### src/design/pcws_pkg.sv
`default_nettype none
// ============================================================================
// pcws_pkg: shared types and constants for payload class worker steering
// Holds the controller state encoding, the command and status bundles, and
// the fixed constants used by the classifier and the modulo unit.
// ============================================================================
package pcws_pkg;

    localparam int HASH_W    = 32;
    localparam int STEP_W    = 5;
    localparam int DIV_STEPS = 32;

    // Division by three of a narrow count: multiply by 171 and shift by 9.
    localparam logic [7:0] RECIP3       = 8'd171;
    localparam int         RECIP3_SHIFT = 9;

    localparam logic [7:0] CH_G = 8'h47;
    localparam logic [7:0] CH_E = 8'h45;
    localparam logic [7:0] CH_T = 8'h54;
    localparam logic [7:0] CH_S = 8'h53;
    localparam logic [7:0] CH_C = 8'h43;
    localparam logic [7:0] CH_A = 8'h41;
    localparam logic [7:0] CH_N = 8'h4E;

    typedef enum logic [2:0] {
        S_RUN  = 3'b001,
        S_DIV  = 3'b010,
        S_DONE = 3'b100
    } t_state;

    typedef struct packed {
        logic accept;
        logic start;
        logic div_step;
        logic load_out;
    } t_cmd;

    typedef struct packed {
        logic div_last;
        logic out_free;
    } t_sts;

endpackage
`default_nettype wire

### src/design/pcws_if.sv
`default_nettype none
// ============================================================================
// pcws_if: channel interfaces for payload class worker steering
// The input channel carries payload bytes with the flow hash; the output
// channel carries one steering decision per packet.
// ============================================================================
interface pcws_in_if;
    logic        valid;
    logic        ready;
    logic [7:0]  payload_byte;
    logic        last_byte;
    logic [31:0] flow_hash;

    modport source (output valid, output payload_byte, output last_byte,
                    output flow_hash, input ready);
    modport sink   (input valid, input payload_byte, input last_byte,
                    input flow_hash, output ready);
endinterface

interface pcws_out_if;
    logic       valid;
    logic       ready;
    logic [6:0] worker_slot;
    logic       steered;
    logic       is_long_request;

    modport source (output valid, output worker_slot, output steered,
                    output is_long_request, input ready);
    modport sink   (input valid, input worker_slot, input steered,
                    input is_long_request, output ready);
endinterface
`default_nettype wire

### src/design/pcws_ctrl.sv
`default_nettype none
// ============================================================================
// pcws_ctrl: sequencer for payload class worker steering
// Accepts bytes, runs the modulo unit after the last byte, then hands the
// result to the output register.
// ============================================================================
module pcws_ctrl (
    input  wire logic          i_clk,
    input  wire logic          i_rst_n,
    input  wire logic          i_in_valid,
    input  wire logic          i_in_last,
    output logic               o_in_ready,
    input  pcws_pkg::t_sts     i_sts,
    output pcws_pkg::t_cmd     o_cmd
);

    pcws_pkg::t_state r_state;
    pcws_pkg::t_state n_state;
    logic             accept;

    assign o_in_ready = (r_state == pcws_pkg::S_RUN);
    assign accept     = i_in_valid & o_in_ready;

    always_comb begin
        o_cmd.accept   = accept;
        o_cmd.start    = accept & i_in_last;
        o_cmd.div_step = (r_state == pcws_pkg::S_DIV);
        o_cmd.load_out = (r_state == pcws_pkg::S_DONE) & i_sts.out_free;
    end

    always_comb begin
        n_state = r_state;
        case (r_state)
            pcws_pkg::S_RUN: begin
                if (accept && i_in_last) n_state = pcws_pkg::S_DIV;
            end
            pcws_pkg::S_DIV: begin
                if (i_sts.div_last) n_state = pcws_pkg::S_DONE;
            end
            pcws_pkg::S_DONE: begin
                if (i_sts.out_free) n_state = pcws_pkg::S_RUN;
            end
            default: n_state = pcws_pkg::S_RUN;
        endcase
    end

    always_ff @(posedge i_clk) begin
        if (!i_rst_n) begin
            r_state <= pcws_pkg::S_RUN;
        end else begin
            r_state <= n_state;
        end
    end

`ifndef SYNTHESIS
    a_load_only_when_free: assert property (@(posedge i_clk) disable iff (!i_rst_n)
        o_cmd.load_out |-> i_sts.out_free)
        else $error("result loaded while output register is occupied");

    a_start_enters_div: assert property (@(posedge i_clk) disable iff (!i_rst_n)
        o_cmd.start |=> (r_state == pcws_pkg::S_DIV))
        else $error("last byte did not start the modulo unit");

    a_div_holds: assert property (@(posedge i_clk) disable iff (!i_rst_n)
        (r_state == pcws_pkg::S_DIV && !i_sts.div_last) |=> (r_state == pcws_pkg::S_DIV))
        else $error("modulo unit left before its final step");
`endif

endmodule
`default_nettype wire

### src/design/pcws_dp.sv
`default_nettype none
// ============================================================================
// pcws_dp: datapath for payload class worker steering
// Byte window classifier, worker count register, bit-serial modulo unit and
// the output register.
// ============================================================================
module pcws_dp #(
    parameter int MAX_WORKERS  = 128,
    parameter int SCAN_WINDOWS = 64
) (
    input  wire logic          i_clk,
    input  wire logic          i_rst_n,
    input  wire logic          i_cfg_we,
    input  wire logic [7:0]    i_cfg_wdata,
    input  wire logic [7:0]    i_payload_byte,
    input  wire logic [31:0]   i_flow_hash,
    input  pcws_pkg::t_cmd     i_cmd,
    output pcws_pkg::t_sts     o_sts,
    input  wire logic          i_out_ready,
    output logic               o_out_valid,
    output logic [6:0]         o_worker_slot,
    output logic               o_steered,
    output logic               o_is_long_request
);

    localparam int CW = $clog2(MAX_WORKERS + 1);
    localparam int PW = $clog2(SCAN_WINDOWS + 4);
    localparam int MW = CW + 8;
    localparam logic [PW-1:0] POS_END = PW'(SCAN_WINDOWS + 3);

    logic [7:0]                  r_active_workers;
    logic [23:0]                 r_recent;
    logic [PW-1:0]               r_pos;
    logic                        r_decided;
    logic                        r_is_scan;

    logic [CW-1:0]               r_count;
    logic                        r_scan_cls;
    logic [CW-1:0]               r_divisor;
    logic [CW-1:0]               r_base;
    logic [pcws_pkg::HASH_W-1:0] r_dividend;
    logic [CW-1:0]               r_rem;
    logic [pcws_pkg::STEP_W-1:0] r_step;

    logic                        r_out_valid;
    logic [6:0]                  r_slot;
    logic                        r_steered;
    logic                        r_long;

    logic [7:0]    c0, c1, c2;
    logic          win_ok, get_hit, scan_hit;
    logic          n_decided, n_is_scan;
    logic [CW-1:0] count;
    logic [MW-1:0] prod3;
    logic [CW-1:0] sw;
    logic [CW-1:0] n_divisor, n_base;
    logic [CW:0]   rem_sh;
    logic [CW:0]   rem_sub;
    logic [CW-1:0] slot;

    // Window classifier.
    assign c0 = r_recent[23:16];
    assign c1 = r_recent[15:8];
    assign c2 = r_recent[7:0];

    assign win_ok   = !r_decided && (r_pos >= PW'(3)) && (r_pos != POS_END);
    assign get_hit  = (c0 == pcws_pkg::CH_G) && (c1 == pcws_pkg::CH_E) &&
                      (c2 == pcws_pkg::CH_T);
    assign scan_hit = (c0 == pcws_pkg::CH_S) && (c1 == pcws_pkg::CH_C) &&
                      (c2 == pcws_pkg::CH_A) && (i_payload_byte == pcws_pkg::CH_N);

    always_comb begin
        n_decided = r_decided;
        n_is_scan = r_is_scan;
        if (win_ok && get_hit) begin
            n_decided = 1'b1;
            n_is_scan = 1'b0;
        end else if (win_ok && scan_hit) begin
            n_decided = 1'b1;
            n_is_scan = 1'b1;
        end
    end

    // Clamped worker count and the divisor and base for this packet's class.
    always_comb begin
        if ({1'b0, r_active_workers} > 9'(MAX_WORKERS)) begin
            count = CW'(MAX_WORKERS);
        end else begin
            count = CW'(r_active_workers);
        end
        prod3 = MW'(count) * MW'(pcws_pkg::RECIP3);
        sw    = CW'(prod3 >> pcws_pkg::RECIP3_SHIFT);
        if (sw == '0) sw = CW'(1);
        if (sw >= count) sw = count - CW'(1);
        if (count <= CW'(1)) begin
            n_divisor = CW'(1);
            n_base    = '0;
        end else if (n_decided && n_is_scan) begin
            n_divisor = sw;
            n_base    = count - sw;
        end else begin
            n_divisor = count;
            n_base    = '0;
        end
    end

    // One restoring division step per cycle.
    assign rem_sh  = {r_rem, r_dividend[pcws_pkg::HASH_W-1]};
    assign rem_sub = rem_sh - (CW+1)'(r_divisor);
    assign slot    = (r_count <= CW'(1)) ? '0 : r_base + r_rem;

    always_ff @(posedge i_clk) begin
        if (!i_rst_n) begin
            r_active_workers <= '0;
        end else if (i_cfg_we) begin
            r_active_workers <= i_cfg_wdata;
        end
    end

    always_ff @(posedge i_clk) begin
        if (!i_rst_n) begin
            r_recent  <= '0;
            r_pos     <= '0;
            r_decided <= 1'b0;
            r_is_scan <= 1'b0;
        end else if (i_cmd.start) begin
            r_recent  <= '0;
            r_pos     <= '0;
            r_decided <= 1'b0;
            r_is_scan <= 1'b0;
        end else if (i_cmd.accept) begin
            r_recent  <= {r_recent[15:0], i_payload_byte};
            if (r_pos != POS_END) r_pos <= r_pos + PW'(1);
            r_decided <= n_decided;
            r_is_scan <= n_is_scan;
        end
    end

    always_ff @(posedge i_clk) begin
        if (!i_rst_n) begin
            r_step <= '0;
        end else if (i_cmd.start) begin
            r_step <= '0;
        end else if (i_cmd.div_step) begin
            r_step <= r_step + pcws_pkg::STEP_W'(1);
        end
    end

    always_ff @(posedge i_clk) begin
        if (i_cmd.start) begin
            r_count    <= count;
            r_scan_cls <= n_decided && n_is_scan;
            r_divisor  <= n_divisor;
            r_base     <= n_base;
            r_dividend <= i_flow_hash;
            r_rem      <= '0;
        end else if (i_cmd.div_step) begin
            r_dividend <= r_dividend << 1;
            if (rem_sh >= (CW+1)'(r_divisor)) begin
                r_rem <= CW'(rem_sub);
            end else begin
                r_rem <= CW'(rem_sh);
            end
        end
    end

    always_ff @(posedge i_clk) begin
        if (!i_rst_n) begin
            r_out_valid <= 1'b0;
        end else if (i_cmd.load_out) begin
            r_out_valid <= 1'b1;
        end else if (i_out_ready) begin
            r_out_valid <= 1'b0;
        end
    end

    always_ff @(posedge i_clk) begin
        if (i_cmd.load_out) begin
            r_slot    <= 7'(slot);
            r_steered <= (r_count != '0);
            r_long    <= r_scan_cls;
        end
    end

    always_comb begin
        o_sts.div_last = (r_step == pcws_pkg::STEP_W'(pcws_pkg::DIV_STEPS - 1));
        o_sts.out_free = !r_out_valid || i_out_ready;
    end

    assign o_out_valid       = r_out_valid;
    assign o_worker_slot     = r_slot;
    assign o_steered         = r_steered;
    assign o_is_long_request = r_long;

endmodule
`default_nettype wire

### src/design/payload_class_worker_steering_top.sv
`default_nettype none
// ============================================================================
// payload_class_worker_steering_top: payload class worker steering
// Classifies each packet as a short (GET) or long (SCAN) request from its
// leading payload bytes and picks a worker slot from the flow hash.
// ============================================================================
//
//  Channel   Dir  Fields                                   Transfer
//  --------  ---  ---------------------------------------  ------------------
//  i_in      in   payload_byte, last_byte, flow_hash       valid & ready
//  o_out     out  worker_slot, steered, is_long_request    valid & ready
//  cfg       in   i_cfg_wdata (active_workers)             i_cfg_we
//
//  Payload bytes transfer at one per cycle while the input is ready. After
//  the last byte the input stalls while the bit-serial hash modulo runs and
//  then while the result is handed to the output register. A result still
//  waiting in the output register does not block the next packet's bytes,
//  its last byte included; after that packet's modulo the input stays
//  stalled until the output register frees up.
//  Reset is synchronous and active low and clears the worker count to zero.
//
module payload_class_worker_steering_top #(
    parameter int MAX_WORKERS  = 128,
    parameter int SCAN_WINDOWS = 64
) (
    input  wire logic       i_clk,
    input  wire logic       i_rst_n,
    input  wire logic       i_cfg_we,
    input  wire logic [7:0] i_cfg_wdata,
    pcws_in_if.sink         i_in,
    pcws_out_if.source      o_out
);

    // Command and status bundles between the sequencer and the datapath.
    pcws_pkg::t_cmd cmd;
    pcws_pkg::t_sts sts;
    logic           in_ready;

    // The sequencer owns the input handshake: bytes are taken only while it
    // is in its run state.
    pcws_ctrl u_ctrl (
        .i_clk      (i_clk),
        .i_rst_n    (i_rst_n),
        .i_in_valid (i_in.valid),
        .i_in_last  (i_in.last_byte),
        .o_in_ready (in_ready),
        .i_sts      (sts),
        .o_cmd      (cmd)
    );

    assign i_in.ready = in_ready;

    // The datapath holds the classifier window, the modulo unit and the
    // output register that drives the result channel.
    pcws_dp #(
        .MAX_WORKERS  (MAX_WORKERS),
        .SCAN_WINDOWS (SCAN_WINDOWS)
    ) u_dp (
        .i_clk             (i_clk),
        .i_rst_n           (i_rst_n),
        .i_cfg_we          (i_cfg_we),
        .i_cfg_wdata       (i_cfg_wdata),
        .i_payload_byte    (i_in.payload_byte),
        .i_flow_hash       (i_in.flow_hash),
        .i_cmd             (cmd),
        .o_sts             (sts),
        .i_out_ready       (o_out.ready),
        .o_out_valid       (o_out.valid),
        .o_worker_slot     (o_out.worker_slot),
        .o_steered         (o_out.steered),
        .o_is_long_request (o_out.is_long_request)
    );

endmodule
`default_nettype wire
### src/flat_wrapper.sv
// flat-port wrapper written by rule: the top's interface ports become plain ports
module payload_class_worker_steering_top_flat 
#(
    parameter int MAX_WORKERS  = 128,
    parameter int SCAN_WINDOWS = 64
)
  (i_clk, i_rst_n, i_cfg_we, i_cfg_wdata, i_in_valid, i_in_payload_byte, i_in_last_byte, i_in_flow_hash, i_in_ready, o_out_valid, o_out_worker_slot, o_out_steered, o_out_is_long_request, o_out_ready);
  pcws_in_if i_in_i ();
  pcws_out_if o_out_i ();
  input  wire logic i_clk;
  input  wire logic i_rst_n;
  input  wire logic i_cfg_we;
  input  wire logic [7:0] i_cfg_wdata;
  input wire logic [$bits(i_in_i.valid)-1:0] i_in_valid;
  input wire logic [$bits(i_in_i.payload_byte)-1:0] i_in_payload_byte;
  input wire logic [$bits(i_in_i.last_byte)-1:0] i_in_last_byte;
  input wire logic [$bits(i_in_i.flow_hash)-1:0] i_in_flow_hash;
  output wire logic [$bits(i_in_i.ready)-1:0] i_in_ready;
  output wire logic [$bits(o_out_i.valid)-1:0] o_out_valid;
  output wire logic [$bits(o_out_i.worker_slot)-1:0] o_out_worker_slot;
  output wire logic [$bits(o_out_i.steered)-1:0] o_out_steered;
  output wire logic [$bits(o_out_i.is_long_request)-1:0] o_out_is_long_request;
  input wire logic [$bits(o_out_i.ready)-1:0] o_out_ready;
  assign i_in_i.valid = i_in_valid;
  assign i_in_i.payload_byte = i_in_payload_byte;
  assign i_in_i.last_byte = i_in_last_byte;
  assign i_in_i.flow_hash = i_in_flow_hash;
  assign i_in_ready = i_in_i.ready;
  assign o_out_valid = o_out_i.valid;
  assign o_out_worker_slot = o_out_i.worker_slot;
  assign o_out_steered = o_out_i.steered;
  assign o_out_is_long_request = o_out_i.is_long_request;
  assign o_out_i.ready = o_out_ready;
  payload_class_worker_steering_top #(.MAX_WORKERS(MAX_WORKERS), .SCAN_WINDOWS(SCAN_WINDOWS)) u_core (.i_clk(i_clk), .i_rst_n(i_rst_n), .i_cfg_we(i_cfg_we), .i_cfg_wdata(i_cfg_wdata), .i_in(i_in_i), .o_out(o_out_i));
endmodule
### config.mk
export PLATFORM = sky130hd
export DESIGN_NAME = payload_class_worker_steering_top_flat
export DESIGN_NICKNAME = d
export VERILOG_FILES = /design/src/design/pcws_pkg.sv /design/src/design/pcws_if.sv /design/src/design/pcws_ctrl.sv /design/src/design/pcws_dp.sv /design/src/design/payload_class_worker_steering_top.sv /design/src/flat_wrapper.sv
export SDC_FILE = /design/constraint.sdc
export NUM_CORES = 1
export LEC_CHECK = 0
export BUFFER_PORTS_ARGS = -buffer_cell sky130_fd_sc_hd__buf_2
export CAP_MARGIN = 20
export CORE_MARGIN = 4
export CORE_UTILIZATION = 48
export CTS_BUF_LIST = sky130_fd_sc_hd__clkbuf_2
export DETAILED_ROUTE_END_ITERATION = 8
export GPL_TIMING_DRIVEN = 0
export PLACE_DENSITY = 0.65
export SLEW_MARGIN = 20
export SYNTH_ARGS = -nofsm -noshare
export SYNTH_HDL_FRONTEND = slang
export SYNTH_HIERARCHICAL = 1
export SYNTH_SLANG_ARGS = --single-unit
### constraint.sdc
create_clock -name i_clk -period 7.81 [get_ports i_clk]
set_input_delay 0.781 -clock i_clk [delete_from_list [all_inputs] [get_ports i_clk]]
set_output_delay 0.781 -clock i_clk [all_outputs]
set_load 0.01 [all_outputs]
==> results.sh, run 1 <==
export IMPL_drtIter0Drc=176
export IMPL_power_switching_uw=469
export IMPL_cpMaxStageDelayCell="fa_1"
export IMPL_pin_count=65
export IMPL_power_leakage_uw=0.00379
export IMPL_vias=5261
export IMPL_finalCritPeriodShare=0.960
export IMPL_clk_pin_slew_ns=0.21
export IMPL_antenna_found_initial=0
export IMPL_critical_path_class="flip-flop to flip-flop"
export IMPL_required_ns=8.25
export IMPL_p_sw_frac=0.296
export IMPL_comb_power_share=0.253
export IMPL_synth_flop_cell="edfxtp_1"
export IMPL_yosys_top_cells_area="edfxtp_1, dfxtp_1, ha_1"
export IMPL_syn_to_final_growth_pct=16.0
export IMPL_clock_sinks=123
export IMPL_r2r_slack_ns=0.32
export IMPL_post_place_cells=939
export IMPL_n_antenna_cell=0
export IMPL_grt_pass1_wl_mm=24.5
export IMPL_start_kind="flip-flop"
export IMPL_worstHoldStart="i_in_payload_byte[3]"
export IMPL_p_int_uw=1120
export IMPL_hp_class="input port to flip-flop"
export IMPL_gp_congestion=0.928
export IMPL_critPathMaxFanout=7
export IMPL_synth_top_family_by_area="adder cells"
export IMPL_cpPeakStageDelay_ns=0.49
export IMPL_synthMuxAreaShare=0.107
export IMPL_drive_above_1_share=0.255
export IMPL_cts_max_level=4
export IMPL_start_util=0.489
export IMPL_mostFrequentLayoutCell="nor2_1"
export IMPL_ir_drop_uv=121
export IMPL_cts_hold_buf=0
export IMPL_syn_area_sq_mm=0.00741
export IMPL_grt_total_usage=0.171
export IMPL_drtAntennaViolNets=0
export IMPL_cp_common_cell="fa_1"
export IMPL_synthSimpleGateAreaFrac=0.129
export IMPL_synth_distinct_cells=65
export IMPL_wl_per_cell_um=15.1
export IMPL_avgSynthCellArea_sq_um=10.8
export IMPL_worst_pin_slew_ns=0.745
export IMPL_grt_max_degree=34
export IMPL_hold_violations=0
export IMPL_end_kind="flip-flop"
export IMPL_tritoncts="built"
export IMPL_dp_hpwl_mm=11.2
export IMPL_slew_headroom=0.503
export IMPL_ys_seq_elements=123
export IMPL_yosys_area_top_type_share=0.263
export IMPL_die_h_um=132
export IMPL_synth_cells=686
export IMPL_synthAdderAreaFrac=0.174
export IMPL_cp_arrival_ns=7.93
export IMPL_synth_seq_area_share=0.420
export IMPL_ys_warnings_count=6
export IMPL_cpLargestDelayFamily="adder cells"
export IMPL_fin_crit_ns=7.49
export IMPL_overflow=0
export IMPL_pwr_share_seq=0.458
export IMPL_synth_edf_count=65
export IMPL_fmax_mhz=133
export IMPL_mostFrequentLayoutCells="nor2_1, ha_1, edfxtp_1"
export IMPL_clkPwrFrac=0.288
export IMPL_slew_violations=0
export IMPL_min_to="u_core/u_dp/r_recent[3]"
export IMPL_rows=45
export IMPL_postSynth_asyncResetShare=0
export IMPL_place_port_buffers=63
export IMPL_drt_first_pass_iters=4
export IMPL_power_density_mw_per_mm2=184
export IMPL_synth_top_area_cell="edfxtp_1"
export IMPL_synth_compound_area_frac=0.0834
export IMPL_clk_latency_ns=0.68
export IMPL_yosys_area_share_xor_xnor=0.0402
export IMPL_grt_pass1_vias=5244
export IMPL_setup_viol=0
export IMPL_r2r_start="u_core/u_dp/r_active_workers[7]"
export IMPL_cts_path_max_buffers=2
export IMPL_cts_root_buffer="clkbuf_2"
export IMPL_cts_inserted_buffers=17
export IMPL_fin_cells=995
export IMPL_core_sq_mm=0.0151
export IMPL_cp_num_buf_inv=6
export IMPL_cp_depth=36
export IMPL_finalClockSkew_ns=0.0346
export IMPL_outcome="completed"
export IMPL_fin_util=0.567
export IMPL_r2r_end="u_core/u_dp/r_base[6]"
export IMPL_wl_mm=15.0
export IMPL_die_area_sq_mm=0.0175
export IMPL_die_width_um=132
export IMPL_maxCapViolations=0
export IMPL_drc_errors=0
export IMPL_final_nets=942
export IMPL_via_per_inst=5.29
export IMPL_reg2reg_depth=36
export IMPL_holdPathStages=3
## state kept, by name, indices dropped and copies added (netlist names)
signal and count:
u_core/u_dp/r_step 5, u_core/u_dp/o_worker_slot 7, u_core/u_dp/r_scan_cls 1, u_core/u_dp/o_out_valid 1, u_core/u_dp/r_is_scan 1, u_core/u_dp/r_rem 8
u_core/u_ctrl/r_state 3, u_core/u_dp/r_recent 24, u_core/u_dp/o_is_long_request 1, u_core/u_dp/r_decided 1, u_core/u_dp/r_dividend 32, u_core/u_dp/o_steered 1
u_core/u_dp/r_active_workers 8, u_core/u_dp/r_divisor 8, u_core/u_dp/r_base 7, u_core/u_dp/r_count 8, u_core/u_dp/r_pos 7
## worst max path at each step
stage                                               start                    end  slack, ns
after detailed placement  u_core/u_dp/r_active_workers[7]  u_core/u_dp/r_base[6]      -0.72
after CTS                 u_core/u_dp/r_active_workers[7]  u_core/u_dp/r_base[6]       0.03
after global routing      u_core/u_dp/r_active_workers[7]  u_core/u_dp/r_base[6]      -0.06
after floorplan           u_core/u_dp/r_active_workers[7]  u_core/u_dp/r_base[6]       0.43
final                     u_core/u_dp/r_active_workers[7]  u_core/u_dp/r_base[6]       0.32
after global placement    u_core/u_dp/r_active_workers[7]  u_core/u_dp/r_base[6]      -0.52
## cells by family after synthesis
group                    count (synthesis)
AO/OA/AOI/OAI                           94
XOR/XNOR                                34
adder cells (fa/ha/maj)                 94
buffers and inverters                   80
flip-flops                             123
multiplexers                            75
other                                    1
AND/OR/NAND/NOR                        185
## metrics by stage
stage	setup TNS, ns	area, sq um	power (uW)	setup slack (ns)	hold slack (ns)
4_1_cts	0	8350	1560	0.0306	0.270
6_report	0	8590	1580	0.316	0.336
3_5_place_dp	-1.74	7980	1090	-0.719	0.405
3_3_place_gp	-0.913	7960	1080	-0.523	0.404
2_1_floorplan	0	7410	1010	0.429	0.400
5_1_grt	-0.0618	8590	1680	-0.0579	0.253
## final cells by class
class	instances	area, sq um
Buffer	20	111
Clock buffer	18	90.1
Clock inverter	14	191
Fill cell	1278	6550
Inverter	60	243
Multi-Input combinational cell	484	4100
Sequential cell	123	3120
Tap cell	188	235
Timing Repair Buffer	88	503
## power by group through the flow
stage	combinational (uW)	clock [uW]	sequential, uW
finish	402	457	727
global route	449	498	730
CTS	366	471	727
detailed placement	354	0	740
global placement	343	0	739
floorplan	274	0	734
## Yosys cell counts (3+ instances only)
master,number
nor2_1,80
ha_1,79
edfxtp_1,65
inv_1,60
dfxtp_1,58
mux2i_1,41
mux2_2,34
a21oi_1,24
nand2_1,23
o21ai_0,21
xnor2_1,21
nor2b_1,19
fa_1,15
xor2_1,13
a211oi_1,9
a21o_1,9
buf_1,9
nand3_1,8
nor3_1,8
nand2b_1,7
nand4_1,7
clkbuf_1,6
o21a_1,6
and2_1,4
and3_1,3
and4bb_2,3
o211ai_1,3
o22ai_1,3
## routing by layer
layer / GRT usage / wire [um] / up-vias
met3: 0.0454 / 711 / 24
li1: - / - / 2625
met4: 0.0560 / 247 / 0
met2: 0.285 / 7350 / 104
met1: 0.218 / 6680 / 2508
met5: 0 / 0 / -
## worst min-delay path: stages
cell	delay, ns
buf_2	0.09
mux2i_1	0.06
nor2_1	0.07
## repair_timing
item,in CTS,in global routing
pin swaps,4,15
setup buffers,6,18
endpoints found under the setup margin,5,2
resized for setup,16,19
No activity file was read; power rests on OpenSTA's default activity.
==> run 2: changes to the inputs <==
--- a/config.mk
+++ b/config.mk
@@ -7,12 +7,14 @@
 export LEC_CHECK = 0
 export BUFFER_PORTS_ARGS = -buffer_cell sky130_fd_sc_hd__buf_2
 export CAP_MARGIN = 20
+export CELL_PAD_IN_SITES_DETAIL_PLACEMENT = 1
+export CELL_PAD_IN_SITES_GLOBAL_PLACEMENT = 1
 export CORE_MARGIN = 4
-export CORE_UTILIZATION = 48
+export CORE_UTILIZATION = 45
 export CTS_BUF_LIST = sky130_fd_sc_hd__clkbuf_2
 export DETAILED_ROUTE_END_ITERATION = 8
 export GPL_TIMING_DRIVEN = 0
-export PLACE_DENSITY = 0.65
+export PLACE_DENSITY = 0.75
 export SLEW_MARGIN = 20
 export SYNTH_ARGS = -nofsm -noshare
 export SYNTH_HDL_FRONTEND = slang
==> run 2 against run 1 <==
  * Die area up 6.3%
  * Register-to-register slack worse by 0.05 ns
  * Highest routed layer unchanged
  * Maximum frequency down 0.73%
  * Via count up 2.2%
  * Largest power group unchanged
  * Cell count up 2.9%
  * Cell area down 0.42%
==> results.sh, run 2 (same netlist as run 1, synthesis figures left out) <==
export IMPL_antenna_found_initial=0
export IMPL_drive_above_1_share=0.254
export IMPL_wl_per_cell_um=17.1
export IMPL_slew_violations=0
export IMPL_total_power_uw=1540
export IMPL_drtAntennaViolNets=0
export IMPL_hp_class="input port to flip-flop"
export IMPL_grt_pass1_wl_mm=27.6
export IMPL_start_util=0.463
export IMPL_fillers=1811
export IMPL_critical_path_class="flip-flop to flip-flop"
export IMPL_start_kind="flip-flop"
export IMPL_clk_latency_ns=0.65
export IMPL_wl_mm=17.6
export IMPL_die_area_sq_mm=0.0186
export IMPL_finalInstanceArea_sq_mm=0.00856
export IMPL_tritoncts="built"
export IMPL_die_width_um=136
export IMPL_end_kind="flip-flop"
export IMPL_cp_num_buf_inv=13
export IMPL_grt_pass1_vias=5785
export IMPL_syn_to_final_growth_pct=15.5
export IMPL_mostFrequentLayoutCells="nor2_1, ha_1, buf_2, edfxtp_1, dfxtp_1"
export IMPL_fin_util=0.535
export IMPL_setup_viol=0
export IMPL_core_sq_mm=0.0160
export IMPL_grt_total_usage=0.189
export IMPL_largest_registers="u_core/u_dp/r_dividend: 32 flops, u_core/u_dp/r_recent: 24 flops"
export IMPL_dp_hpwl_mm=13.3
export IMPL_post_place_cells=966
export IMPL_dpl_cell_area_sq_mm=0.00801
export IMPL_cpMaxStageDelayCell="fa_1"
export IMPL_cts_path_max_buffers=2
export IMPL_largest_register="u_core/u_dp/r_dividend"
export IMPL_required_ns=8.24
export IMPL_power_density_mw_per_mm2=180
export IMPL_cpLargestDelayFamily="adder cells"
export IMPL_pin_count=65
export IMPL_mostFrequentLayoutCell="nor2_1"
export IMPL_outcome="completed"
export IMPL_clk_pin_slew_ns=0.19
export IMPL_drtIter0Drc=222
export IMPL_die_h_um=136
export IMPL_fin_crit_ns=7.55
export IMPL_fin_cells=1024
export IMPL_critPathMaxFanout=8
export IMPL_worst_pin_slew_ns=0.782
export IMPL_final_nets=943
export IMPL_maxCapViolations=0
export IMPL_via_per_inst=5.25
export IMPL_cts_inserted_buffers=17
export IMPL_cpPeakStageDelay_ns=0.50
export IMPL_rows=46
export IMPL_cts_max_level=4
export IMPL_slew_headroom=0.474
export IMPL_cts_root_buffer="clkbuf_2"
export IMPL_cp_common_cell="buf_4"
export IMPL_fmax_mhz=132
export IMPL_overflow=0
export IMPL_drc_errors=0
export IMPL_power_leakage_uw=0.00375
export IMPL_finalCritPeriodShare=0.967
export IMPL_grt_max_degree=34
export IMPL_ir_drop_uv=117
export IMPL_n_antenna_cell=0
export IMPL_finalClockSkew_ns=0.0250
export IMPL_cp_arrival_ns=7.98
export IMPL_place_port_buffers=63
export IMPL_drt_first_pass_iters=4
export IMPL_clock_sinks=123
export IMPL_largest_reg_flops=32
export IMPL_vias=5375
export IMPL_gp_congestion=0.820
export IMPL_hold_violations=0
-- run 2: changes by cell type in the layout (fill, tap and decap cells not counted), sizes merged --
cell / before / now
buf: 102 / 103
bufinv: 4 / 2
clkbuf: 24 / 23
clkinv: 5 / 8
-- run 2: report_power, final --
part           switching [uW]  total (uW)  leakage [uW]  internal, uW
Combinational             227         425       0.00254           198
Clock                     239         385      0.000138           146
Sequential               16.2         727       0.00107           711
-- run 2: cell type report --
cell class                      instances  area (sq um)  area share
Buffer                                 20           111      0.0130
Clock buffer                           17          85.1     0.00994
Clock inverter                         15           149      0.0174
Inverter                               60           233      0.0272
Multi-Input combinational cell        484          4080       0.477
Sequential cell                       123          3120       0.364
Tap cell                              216           270      0.0316
Timing Repair Buffer                   89           508      0.0594
-- run 2: repair_timing --
action                                 in CTS  in global routing
gates resized for setup                    15                 21
endpoints found under the hold margin       0                  0
setup endpoints to repair                   6                  4
pin swaps                                   4                 25
cloned                                      0                  1
setup buffers                              13                 12
hold buffers                                0                  0
-- run 2: routing by layer --
| layer | routed length (um) | vias to the layer above | track usage | share of wire |
|---|---|---|---|---|
| li1 | - | 2641 | - | - |
| met1 | 7450 | 2591 | 0.218 | 0.42 |
| met2 | 8990 | 107 | 0.340 | 0.51 |
| met3 | 699 | 36 | 0.0411 | 0.040 |
| met4 | 418 | 0 | 0.0728 | 0.024 |
| met5 | 0 | - | 0 | 0 |
-- run 2: final timing paths --
path / start / to / slack, ns / cells after the start
setup / recovery: u_core/u_dp/r_active_workers[7] / u_core/u_dp/r_base[6] / 0.26 / 39
hold / removal: i_in_payload_byte[6] / u_core/u_dp/r_recent[6] / 0.35 / 3
setup reg to reg: u_core/u_dp/r_active_workers[7] / u_core/u_dp/r_base[6] / 0.26 / 39
hold reg to reg: u_core/u_dp/r_scan_cls / u_core/u_dp/o_is_long_request / 0.43 / 0
-- run 2: tightest hold or removal path: cells and delay by family --
kind	cells	cell delay [ns]
buf+inv	1	0.08
simple gates	1	0.07
mux	1	0.06
-- run 2: per-stage QoR --
| step | hold WS (ns) | TNS [ns] | setup slack, ns |
|---|---|---|---|
| floorplan | 0.400 | 0 | 0.429 |
| global placement | 0.402 | -1.84 | -0.754 |
| detailed placement | 0.406 | -2.74 | -0.937 |
| CTS | 0.263 | 0 | 0.0184 |
| global route | 0.234 | -0.0566 | -0.0566 |
| finish | 0.350 | 0 | 0.261 |
==> run 3: changes to the inputs <==
--- a/config.mk
+++ b/config.mk
@@ -5,16 +5,18 @@
 export SDC_FILE = /design/constraint.sdc
 export NUM_CORES = 1
 export LEC_CHECK = 0
+export ABC_AREA = 1
 export BUFFER_PORTS_ARGS = -buffer_cell sky130_fd_sc_hd__buf_2
 export CAP_MARGIN = 20
 export CELL_PAD_IN_SITES_DETAIL_PLACEMENT = 1
 export CELL_PAD_IN_SITES_GLOBAL_PLACEMENT = 1
 export CORE_MARGIN = 4
-export CORE_UTILIZATION = 45
+export CORE_UTILIZATION = 42
 export CTS_BUF_LIST = sky130_fd_sc_hd__clkbuf_2
 export DETAILED_ROUTE_END_ITERATION = 8
+export GPL_ROUTABILITY_DRIVEN = 0
 export GPL_TIMING_DRIVEN = 0
-export PLACE_DENSITY = 0.75
+export PLACE_DENSITY = 0.74
 export SLEW_MARGIN = 20
 export SYNTH_ARGS = -nofsm -noshare
 export SYNTH_HDL_FRONTEND = slang
==> run 3 against run 2 <==
  * Utilization down 5.6 points
  * Cell area up 0.82%
  * Largest cell class unchanged
  * Clock power up 5%
  * Highest routed layer unchanged
  * Clock-buffer cell count up 1
  * Wire length up 5.1%
  * Hold slack worse by 0.062 ns
==> results.sh, run 3 <==
export IMPL_die_width_um=144
export IMPL_outcome="completed"
export IMPL_ys_seq_elements=123
export IMPL_avgSynthCellArea_sq_um=8.08
export IMPL_postSynth_asyncResetShare=0
export IMPL_via_per_inst=4.97
export IMPL_cpMaxStageDelayCell="fa_1"
export IMPL_post_place_cells=1252
export IMPL_required_ns=8.26
export IMPL_cp_arrival_ns=7.67
export IMPL_yosys_top_cells_area="edfxtp_1, dfxtp_1, nand2_1"
export IMPL_cpLargestDelayFamily="adder cells"
export IMPL_drtIter0Drc=234
export IMPL_syn_area_sq_mm=0.00773
export IMPL_power_switching_uw=691
export IMPL_syn_to_final_growth_pct=11.6
export IMPL_place_port_buffers=64
export IMPL_p_sw_frac=0.379
export IMPL_tns_ns=0
export IMPL_fin_cells=1288
export IMPL_yosys_area_top_type_share=0.253
export IMPL_slew_violations=0
export IMPL_cpPeakStageDelay_ns=0.51
export IMPL_end_kind="flip-flop"
export IMPL_ys_warnings_count=6
export IMPL_die_area_sq_mm=0.0206
export IMPL_pin_count=65
export IMPL_cts_path_max_buffers=2
export IMPL_slew_headroom=0.375
export IMPL_start_kind="flip-flop"
export IMPL_startpoint="u_core/u_dp/r_active_workers[7]"
export IMPL_rows=49
export IMPL_fin_crit_ns=7.22
export IMPL_pre_cts_ws_ns=0.302
export IMPL_r2r_start="u_core/u_dp/r_active_workers[7]"
export IMPL_finalCritPeriodShare=0.924
export IMPL_critical_path_class="flip-flop to flip-flop"
export IMPL_finalClockSkew_ns=0.0339
export IMPL_die_h_um=144
export IMPL_cts_max_level=4
export IMPL_synth_edf_count=65
export IMPL_drt_first_pass_iters=4
export IMPL_critPathMaxFanout=10
export IMPL_worst_pin_slew_ns=0.937
export IMPL_hold_violations=0
export IMPL_setup_viol=0
export IMPL_synth_most_common_cell="nand2_1"
export IMPL_vias=6404
export IMPL_mostFrequentLayoutCells="nand2_1, inv_1, ha_1"
export IMPL_clock_sinks=123
export IMPL_power_density_mw_per_mm2=211
export IMPL_overflow=0
export IMPL_rsz0062_at_grt="no"
export IMPL_power_leakage_uw=0.00424
export IMPL_drtAntennaViolNets=0
export IMPL_grt_total_usage=0.188
export IMPL_worstHoldStart="i_cfg_wdata[4]"
export IMPL_tritoncts="built"
export IMPL_maxCapViolations=0
export IMPL_clk_latency_ns=0.70
export IMPL_synth_top_area_cell="edfxtp_1"
export IMPL_synth_distinct_cells=45
export IMPL_grt_max_degree=35
export IMPL_start_util=0.429
export IMPL_grt_pass1_wl_mm=31.0
export IMPL_synth_flop_cell="edfxtp_1"
export IMPL_largest_register="u_core/u_dp/r_dividend"
export IMPL_netlist_top_cells_count="nand2_1, inv_1, ha_1"
export IMPL_core_sq_mm=0.0180
export IMPL_r2r_slack_ns=0.59
export IMPL_pwr_share_seq=0.436
export IMPL_synth_cells=957
export IMPL_fmax_mhz=139
export IMPL_antenna_found_initial=1
export IMPL_cts_hold_buf=0
export IMPL_wl_per_cell_um=14.3
export IMPL_drc_errors=0
export IMPL_cts_inserted_buffers=17
export IMPL_cp_num_buf_inv=9
export IMPL_dp_hpwl_mm=14.4
export IMPL_comb_power_share=0.342
export IMPL_p_int_uw=1130
export IMPL_total_power_uw=1820
export IMPL_drive_above_1_share=0.133
export IMPL_mostFrequentLayoutCell="nand2_1"
export IMPL_cts_root_buffer="clkbuf_2"
export IMPL_setup_slack_ns=0.591
export IMPL_wl_mm=18.4
export IMPL_clk_pin_slew_ns=0.21
export IMPL_final_nets=1193
export IMPL_largest_reg_flops=32
export IMPL_grt_pass1_vias=6580
export IMPL_hp_class="input port to flip-flop"
export IMPL_synth_seq_area_share=0.403
export IMPL_fin_util=0.479
export IMPL_largest_registers="u_core/u_dp/r_dividend: 32 flops, u_core/u_dp/r_recent: 24 flops"
export IMPL_cp_common_cell="nand2_1"
export IMPL_clkPwrFrac=0.221
export IMPL_ir_drop_uv=84.8
-- run 3: cell count changes after synthesis, moves of 15 or more --
cell,before,now
nand2_1,23,265
inv_1,60,139
a21oi_1,24,68
mux2i_1,41,0
mux2_2,34,0
nand3_1,8,34
nor2b_1,19,0
o21ai_0,21,40
xnor2_1,21,6
-- run 3: per-layer routing --
metal / up-vias / part of all wire / GRT usage
li1: 3283 / - / -
met1: 3038 / 0.48 / 0.240
met2: 66 / 0.49 / 0.328
met3: 17 / 0.025 / 0.0293
met4: 0 / 0.013 / 0.0560
met5: - / 0 / 0
-- run 3: timing repair --
item | in CTS | in global routing
setup endpoints to repair | 0 | 1
resized for setup | 0 | 7
setup buffers | 0 | 3
endpoints found under the hold margin | 0 | 0
-- run 3: cells by family (layout without fill, tap and decap cells) --
logic type	Yosys count	in the layout	synth area share
AO/OA/AOI/OAI	125	125	0.0850
XOR/XNOR	16	16	0.0181
adder cells (fa/ha/maj)	94	94	0.167
buffers and inverters	166	266	0.0822
flip-flops	123	123	0.403
other	1	3	0.000485
AND/OR/NAND/NOR	432	432	0.245
-- run 3: final timing paths --
path	to	cells past startpoint
max	u_core/u_dp/r_base[6]	42
min	u_core/u_dp/r_active_workers[4]	3
max reg2reg	u_core/u_dp/r_base[6]	42
min reg2reg	u_core/u_dp/r_recent[21]	2
-- run 3: worst register-to-register path: cells and delay by family, from the launching register on --
kind | cells | cell delay [ns]
AO/OA/AOI/OAI | 4 | 0.49
XOR/XNOR | 1 | 0.10
adder cells (fa/ha/maj) | 7 | 2.79
buffers and inverters | 9 | 0.90
flip-flops | 1 | 0.37
AND/OR/NAND/NOR | 21 | 2.35
-- run 3: metrics by stage --
step           hold WS, ns  instance area, sq um
4_1_cts              0.198                  8580
5_1_grt              0.193                  8630
3_3_place_gp         0.452                  8340
3_5_place_dp         0.462                  8350
6_report             0.288                  8630
2_1_floorplan        0.400                  7730
-- run 3: final cells by class --
type                       count  area (sq um)
timing repair buffer          68           348
clock buffer                  18          90.1
multi-input combinational    669          4000
inverter                     146           552
antenna                        1          2.50
fill                        2270          9400
sequential                   123          3110
tap                          229           287
clock inverter                14           143
buffer                        20          87.6
-- run 3: power by group through the flow --
stage                     Combinational [uW]  Clock [uW]  Sequential [uW]
after floorplan                          454           0              802
after global placement                   609           0              808
after detailed placement                 628           0              811
after CTS                                633         421              796
after global routing                     730         449              804
final                                    624         404              796
